===== src/hw/rtl/tdp_pkg.sv =====
// Package: constants and shared types for the primality test
`timescale 1ns / 1ps

package tdp_pkg;

  localparam int NUMBER_BITS_DEFAULT = 32;
  localparam int CAND_BITS           = 32;

  // Trial divisor sequence: 3, 5, 7, ...; 2 is the only even prime
  localparam int FIRST_DIVISOR   = 3;
  localparam int DIVISOR_STEP    = 2;
  localparam int ONLY_EVEN_PRIME = 2;
  localparam int FIRST_SQUARE    = FIRST_DIVISOR * FIRST_DIVISOR;

  // Status from the serial remainder unit
  typedef struct packed {
    logic done;
    logic zero;
  } rem_rsp_t;

endpackage


===== src/hw/rtl/tdp_rem_unit.sv =====
// Bit-serial restoring remainder unit: one dividend bit per cycle
`timescale 1ns / 1ps

module tdp_rem_unit #(
  parameter int VW = tdp_pkg::CAND_BITS,
  parameter int DW = (tdp_pkg::CAND_BITS + 1) / 2 + 1
) (
  input  logic             clk,
  input  logic             rst,
  input  logic             start,
  input  logic [VW-1:0]    dividend,
  input  logic [DW-1:0]    divisor,
  output tdp_pkg::rem_rsp_t rsp
);

  localparam int CW = $clog2(VW + 1);

  logic [VW-1:0] shreg;
  logic [DW-1:0] dreg;
  logic [DW-1:0] r;
  logic [CW-1:0] cnt;
  logic          busy;
  logic          done;

  logic [DW:0]   trial;
  logic [DW:0]   diff;
  logic          fits;

  // Partial remainder stays below the divisor, so the shifted value is < 2*d
  assign trial = {r, shreg[VW-1]};
  assign diff  = trial - {1'b0, dreg};
  assign fits  = (trial >= {1'b0, dreg});

  always_ff @(posedge clk) begin
    if (rst) begin
      busy <= 1'b0;
      done <= 1'b0;
      cnt  <= '0;
    end else begin
      done <= busy && (cnt == CW'(1));
      if (start) begin
        busy <= 1'b1;
        cnt  <= CW'(VW);
      end else if (busy) begin
        cnt <= cnt - CW'(1);
        if (cnt == CW'(1)) begin
          busy <= 1'b0;
        end
      end
    end
  end

  always_ff @(posedge clk) begin
    if (start) begin
      shreg <= dividend;
      dreg  <= divisor;
      r     <= '0;
    end else if (busy) begin
      shreg <= {shreg[VW-2:0], 1'b0};
      r     <= fits ? diff[DW-1:0] : trial[DW-1:0];
    end
  end

  assign rsp.done = done;
  assign rsp.zero = (r == '0);

endmodule

===== config.mk =====
export PLATFORM = sky130hd
export DESIGN_NAME = tdp_rem_unit
export DESIGN_NICKNAME = d
export VERILOG_FILES = /design/src/hw/rtl/tdp_pkg.sv /design/src/hw/rtl/tdp_rem_unit.sv
export SDC_FILE = /design/constraint.sdc
export NUM_CORES = 1
export LEC_CHECK = 0
export BUFFER_PORTS_ARGS = -buffer_cell sky130_fd_sc_hd__buf_2
export CORE_MARGIN = 5
export CORE_UTILIZATION = 55
export DETAILED_ROUTE_END_ITERATION = 6
export GPL_TIMING_DRIVEN = 0
export PLACE_DENSITY = 0.77
export SYNTH_ARGS = -nofsm -noshare
export SYNTH_HDL_FRONTEND = slang
export SYNTH_SLANG_ARGS = --single-unit

===== constraint.sdc =====
create_clock -name clk -period 8.7 [get_ports clk]
set_clock_uncertainty 0.15 [all_clocks]
set_input_delay 0.87 -clock clk [delete_from_list [all_inputs] [get_ports clk]]
set_output_delay 0.87 -clock clk [all_outputs]
set_load 0.005 [all_outputs]

==> summary.md, run 1 <==
| Metric | Value |
|---|---|
| PortBufs | `52` |
| Starting Density | `a little under three fifths` |
| Yosys top cell by area | `edfxtp_1` |
| Synth top area share | `36.8%` |
| Area occupied by multi-input gates | `1810 um2` |
| Total of max-cap violations | `0` |
| Fraction of layout cells with a size suffix above 1 | `30.3%` |
| Final instance area | `~4600 um2` |
| Dpl hpwl | `between 5000 and 6000 um` |
| Fmax | `333 MHz` |
| Critical path class | `register to register` |
| Async S/R FF share, synth | `0%` |
| Initial DRC Count | `roughly 170` |
| Top cells by instance count after synthesis | `edfxtp_1, mux2_2, dfxtp_1, nand2_1, nor2_1` |
| Die area | `9070 um2` |
| Worst-Margin Slew | `1.20 ns` |
| Worst Hold Class | `register to register` |
| Post-CTS Setup Inserts | `0` |
| Reg area | `~2000 um2` |
| Min-Delay Endpoint | `cnt[1]$_SDFFE_PP0P_` |
| Design Power | `837 uW` |
| Ant diodes | `0` |
| Final Wtd Congestion | `roughly 0.88` |
| YS warnings | `0` |
| Tot GR Track Use | `19.9%` |
| Worst EP arrival | `roughly 3.1 ns` |
| Fill count | `574` |
| # DRC | `0` |
| Slew headroom | `between 10% and 20%` |
| DRT Pass-1 Iters | `5` |
| Sequential area share after synthesis | `49.3%` |
| H-Tree Depth | `3` |
| Mapped Area | `4000 um2` |
| Crit path time final | `3.00 ns` |
| Top-count cell post-synth | `edfxtp_1` |
| Startpoint type of the worst setup path | `register` |
| First-pass GRT wire length | `13,700 um` |
| Skew-Pair Late Insertion Delay | `0.35 ns` |
| CTS Buffer Depth | `2` |
| Routed vias | `approximately 3,000` |
| RR Endpoint | `r[0]$_SDFFE_PP0P_` |
| Antenna violation net count after detailed routing | `0` |
| DRT Wirelength | `around 8400 um` |
| Die W | `95.3 um` |
| Vias per inst | `5.74` |
| Yosys cell types | `61` |
| Sinks on the clock net | `74` |
| Critical Path RT | `8.83 ns` |
| Hold_buf cts | `0` |
| # IOs | `54` |
| CTS tree | `yes` |
| Met2 wire length | `3880 um` |
| DR WL/cell | `16.2 um` |
| Floorplan Core Area | `~7200 um2` |
| CTS buffer count | `9` |
| Post-route insts no fill | `~520` |
| Critical Path Sink Type | `register` |
| Final Slew Violations | `0` |
| Post-Place Cell Area | `4380 um2` |
| Synth top area cells | `edfxtp_1, dfxtp_1, mux2_2` |
| Hold_sp | `cnt[1]$_SDFFE_PP0P_` |
| R2R depth | `11` |
| Run status | `finished, final reports clean` |
| Vias in the first global route | `2,940` |
| Met1 wire length | `around 3600 um` |
| Initial antenna violation count | `0` |
| Clock transition at the registers of the reported paths | `0.09 ns` |
| Worst r2r src | `shreg[31]$_DFFE_PP_` |
| Crit path launch | `shreg[31]$_DFFE_PP_` |
| Syn nets | `420` |
| PwrDens | `~180 nW/um2` |
| Root Driver | `clkbuf_8` |
| Final period util | `between 30% and 40%` |
| Top routing layer used | `met4` |
| R2R setup slack | `5.70 ns` |
| Die Height | `about 95 um` |
| Ys flop type | `edfxtp_1` |
| Crit-path max FO | `6` |
| Area grow syn2layout | `14.8%` |
| Pin count of the biggest net entering global routing | `33` |
| Syn Area/Cell | `about 11 um2` |
| CTS resizes | `0` |
| Congestion Overflow GR | `0` |
| EDFF count, synth | `about 50` |
| Max IR drop VDD | `0.000134 V` |
| Number of setup violations in the final report | `0` |
| Cell count after synthesis | `348` |
| Setup TNS | `0 ns` |
| Placed insts | `499` |
| Final hold violations | `0` |
| Num rows | `31` |
| RSZ-0062 raised after global routing | `no` |
| Cell count of the worst hold path | `2` |
| Leakage power | `1.83 nW` |
| Layout Nets | `about 480` |
| Synthesized flop and latch total | `74` |
| DR WL met3 | `602 um` |
power by group:
part	switching [mW]	leakage, nW	total (mW)	internal [mW]
Clock	0.146	0.0988	0.283	0.137
Combinational	0.0711	1.04	0.134	0.0630
Sequential	0.0126	0.693	0.420	0.407
Total	0.229	1.83	0.837	0.608
worst max-delay path by stage:
stage | endpoint
after floorplan | r[0]$_SDFFE_PP0P_
after global placement | shreg[31]$_DFFE_PP_
after detailed placement | shreg[25]$_DFFE_PP_
after CTS | r[0]$_SDFFE_PP0P_
after global routing | r[0]$_SDFFE_PP0P_
final | r[0]$_SDFFE_PP0P_
stage by stage:
stage,util (%),setup WS (ns),hold slack [ns]
final,63.9,5.70,0.365
after global routing,63.9,5.55,0.385
after CTS,63.9,5.68,0.363
after detailed placement,61.1,5.32,0.350
after global placement,61.1,5.39,0.335
after floorplan,-,5.93,0.314
sequential cells by signal, indices dropped and copies added (netlist names):
signal  cells
busy        1
done        1
cnt         6
r          17
dreg       17
shreg      32
critical path, cell delays in order, from the launching register on:
cell and delay [ns]:
edfxtp_1 0.36, inv_1 0.08, ha_1 0.14, inv_1 0.06, fa_1 0.44, a211oi_2 0.27
o21ai_2 0.13, o311a_4 0.35, o21ai_4 0.21, o21a_4 0.21, mux2_4 0.31, a211oi_2 0.20
metal layers:
metal  track usage [%]  vias to the layer above
li1                  -                     1417
met1              24.5                     1395
met2              31.7                      123
met3              5.84                       22
met4              9.86                        0
met5                 0                        -
cell usage in the layout (no fill, tap or decap), drive strengths merged, types with 2 or more instances in the layout:
master / count
nor3b: 3
a32oi: 5
inv: 26
o21ai: 18
xor2: 5
nor3: 6
nand2: 28
a31oi: 4
nand3b: 2
nand3: 4
a211oi: 3
clkinvlp: 2
mux2: 32
nor4b: 2
dfxtp: 25
edfxtp: 49
xnor2: 10
clkbuf: 15
buf: 62
o21a: 3
mux2i: 4
and2: 3
ha: 19
nor4: 4
a21o: 6
a311oi: 6
nand2b: 5
o211ai: 3
nand4: 4
nor2: 25
nor2b: 2
a21oi: 14
o31ai: 2
area by class of cell:
| class | count | area share, % |
|---|---|---|
| clock inverter | 7 | 1.80 |
| tap | 99 | 2.70 |
| clock buffer | 9 | 2.70 |
| timing repair buffer | 52 | 5.67 |
| sequential | 74 | 43.0 |
| multi-input combinational | 236 | 39.4 |
| inverter | 22 | 1.80 |
| buffer | 16 | 2.95 |
logic make-up after synthesis:
family / synth area share [%]
and+or+nand+nor: 11.5
DFF: 49.3
AOI/OAI and AO/OA: 13.9
buffers and inverters: 5.45
muxes: 10.1
adders and majority gates: 6.45
xor gates and xnor gates: 3.29
Note: power is estimated with default switching activity, not from simulation.
==> inputs of run 2 (changes only) <==
--- a/config.mk
+++ b/config.mk
@@ -7,10 +7,10 @@
 export LEC_CHECK = 0
 export BUFFER_PORTS_ARGS = -buffer_cell sky130_fd_sc_hd__buf_2
 export CORE_MARGIN = 5
-export CORE_UTILIZATION = 55
+export CORE_UTILIZATION = 52
 export DETAILED_ROUTE_END_ITERATION = 6
 export GPL_TIMING_DRIVEN = 0
-export PLACE_DENSITY = 0.77
+export PLACE_DENSITY = 0.76
 export SYNTH_ARGS = -nofsm -noshare
 export SYNTH_HDL_FRONTEND = slang
 export SYNTH_SLANG_ARGS = --single-unit
==> constraint.sdc (replaced) <==
create_clock -name clk -period 2.72 [get_ports clk]
set_clock_uncertainty 0.15 [all_clocks]
set_input_delay 0.272 -clock clk [delete_from_list [all_inputs] [get_ports clk]]
set_output_delay 0.272 -clock clk [all_outputs]
set_load 0.005 [all_outputs]
==> summary.md, run 2 (synthesis gave the netlist of run 1 again) <==
| Metric | Value |
|---|---|
| CTS buffer count | `9` |
| Slew headroom | `20.9%` |
| RSZ-0062 raised after global routing | `yes` |
| Area grow syn2layout | `22.2%` |
| PwrDens | `~560 nW/um2` |
| Skew-Pair Late Insertion Delay | `0.36 ns` |
| First-pass GRT wire length | `14,000 um` |
| Die area | `9540 um2` |
| Critical Path Sink Type | `register` |
| R2R setup slack | `-0.11 ns` |
| Clock transition at the registers of the reported paths | `0.09 ns` |
| Max reg flops | `32` |
| Reg power frac | `about half` |
| Antenna violation net count after detailed routing | `0` |
| Initial antenna violation count | `0` |
| Final Slew Violations | `0` |
| # DRC | `0` |
| Startpoint type of the worst setup path | `register` |
| Congestion Overflow GR | `0` |
| Floorplan Core Area | `between 7000 and 8000 um2` |
| Max IR drop VDD | `0.000360 V` |
| Clock network power share | `between 30% and 40%` |
| Tot GR Track Use | `a little under a fifth` |
| Num rows | `32` |
| # IOs | `54` |
| Final hold slack | `just over 0.05 ns` |
| Layout Nets | `511` |
| Starting Density | `52.5%` |
| Number of setup violations in the final report | `16` |
| Leakage power | `1.96 nW` |
| Largest register by flop count | `shreg` |
| Ant diodes | `0` |
| Initial DRC Count | `153` |
| Critical Path RT | `2.85 ns` |
| Final Wtd Congestion | `around 0.85` |
| Fraction of layout cells with a size suffix above 1 | `32.9%` |
| Most frequent cells in the layout | `buf_2, edfxtp_1, mux2_2` |
| Die Height | `97.7 um` |
| Crit path time final | `2.83 ns` |
| Final instance area | `4880 um2` |
| CTS Buffer Depth | `2` |
| Vias per inst | `approximately 5.4` |
| Largest regs | `shreg (32), dreg (17), r (17)` |
| Run status | `finished with violations` |
| Die W | `approximately 98 um` |
| Fill count | `between 600 and 700` |
| H-Tree Depth | `3` |
| Vias in the first global route | `3,008` |
| Design Power | `2.72 mW` |
| Combinational power share | `17.2%` |
| Routed vias | `between 2,000 and 3,000` |
| Int Pwr | `between 1.5 and 2 mW` |
| Critical path class | `register to register` |
| Worst-Margin Slew | `1.19 ns` |
| Worst EP arrival | `2.96 ns` |
| Crit-path max FO | `4` |
| CTS tree | `yes` |
| DRT Wirelength | `8430 um` |
| DRT Pass-1 Iters | `4` |
| Worst Hold Class | `input port to register` |
| Final hold violations | `0` |
| Final WS setup | `-0.111 ns` |
| Root Driver | `clkbuf_8` |
| Setup TNS | `-0.670 ns` |
| Commonest non-fill, non-tap cell in the layout | `buf_2` |
| Reg area | `about 2000 um2` |
| Fmax | `353 MHz` |
| Switching Share | `27.4%` |
| Final period util | `104%` |
| Post-Place Cell Area | `approximately 4400 um2` |
| DR WL/cell | `15.4 um` |
| Total of max-cap violations | `0` |
| Psw | `743 uW` |
| Sinks on the clock net | `74` |
| Dpl hpwl | `approximately 5700 um` |
| Violated checks | `negative setup slack` |
| Area occupied by multi-input gates | `1850 um2` |
| Pin count of the biggest net entering global routing | `33` |
| PortBufs | `52` |
==> run 2: cell count changes in the layout (fill, tap and decap cells not counted), moves of 2 or more <==
cell / before / now
dlygate4sd3_1: 0 / 17
inv_1: 22 / 20
o21ai_0: 14 / 8
o21ai_1: 2 / 7
buf_4: 1 / 11
==> run 2: critical path: stages (launching register included) <==
cell	delay, ns
edfxtp_1	0.39
inv_2	0.09
ha_4	0.13
inv_4	0.03
fa_2	0.36
a211oi_2	0.26
o21ai_2	0.11
o311a_4	0.35
o21ai_4	0.20
o21a_4	0.19
mux2_4	0.31
a211oi_2	0.17
==> run 2: through the flow <==
| step | setup WS (ns) | utilization (%) | instances |
|---|---|---|---|
| 6_report | -0.111 | 64.2 | 546 |
| 5_1_grt | -0.217 | 64.2 | 546 |
| 4_1_cts | -0.144 | 63.7 | 543 |
| 3_5_place_dp | -0.203 | 57.7 | 502 |
| 3_3_place_gp | -0.189 | 57.7 | 502 |
| 2_1_floorplan | 0.0143 | - | 348 |
==> run 2: final timing paths <==
path         depth (start not counted)                     end                 from
max reg2reg                         11       r[0]$_SDFFE_PP0P_  shreg[31]$_DFFE_PP_
min reg2reg                          2       r[2]$_SDFFE_PP0P_    r[2]$_SDFFE_PP0P_
max                                 11       r[0]$_SDFFE_PP0P_  shreg[31]$_DFFE_PP_
min                                  2  shreg[0]$_SDFFCE_PN0P_          dividend[0]
==> run 2: power by group through the flow <==
stage	sequential [mW]	combinational [mW]	clock (mW)
after detailed placement	1.37	0.426	0
after global placement	1.36	0.411	0
final	1.34	0.467	0.906
after global routing	1.35	0.517	0.973
after CTS	1.34	0.463	0.921
after floorplan	1.35	0.318	0
==> run 2: cell type report <==
cell class | count | share of cell area (%)
Sequential cell | 74 | 40.4
Multi-Input combinational cell | 236 | 37.9
Timing Repair Buffer | 80 | 10.5
Clock inverter | 7 | 1.66
Buffer | 16 | 2.77
Clock buffer | 9 | 2.54
Inverter | 22 | 1.74
Tap cell | 102 | 2.61
==> run 2: metal layers <==
layer  wire, um  vias to the layer above  track usage [%]
li1           -                     1465                -
met1       3820                     1413             23.1
met2       4030                       82             29.2
met3        440                       11             5.03
met4        142                        0             8.31
met5          0                        -                0
==> run 2: repair_timing <==
action,4_1_cts,5_1_grt
endpoints found under the setup margin,16,17
resized for setup,8,8
hold endpoints to repair,17,0
hold buffers,17,0
pin swaps,10,8
cloned,0,1
buffers inserted,8,2
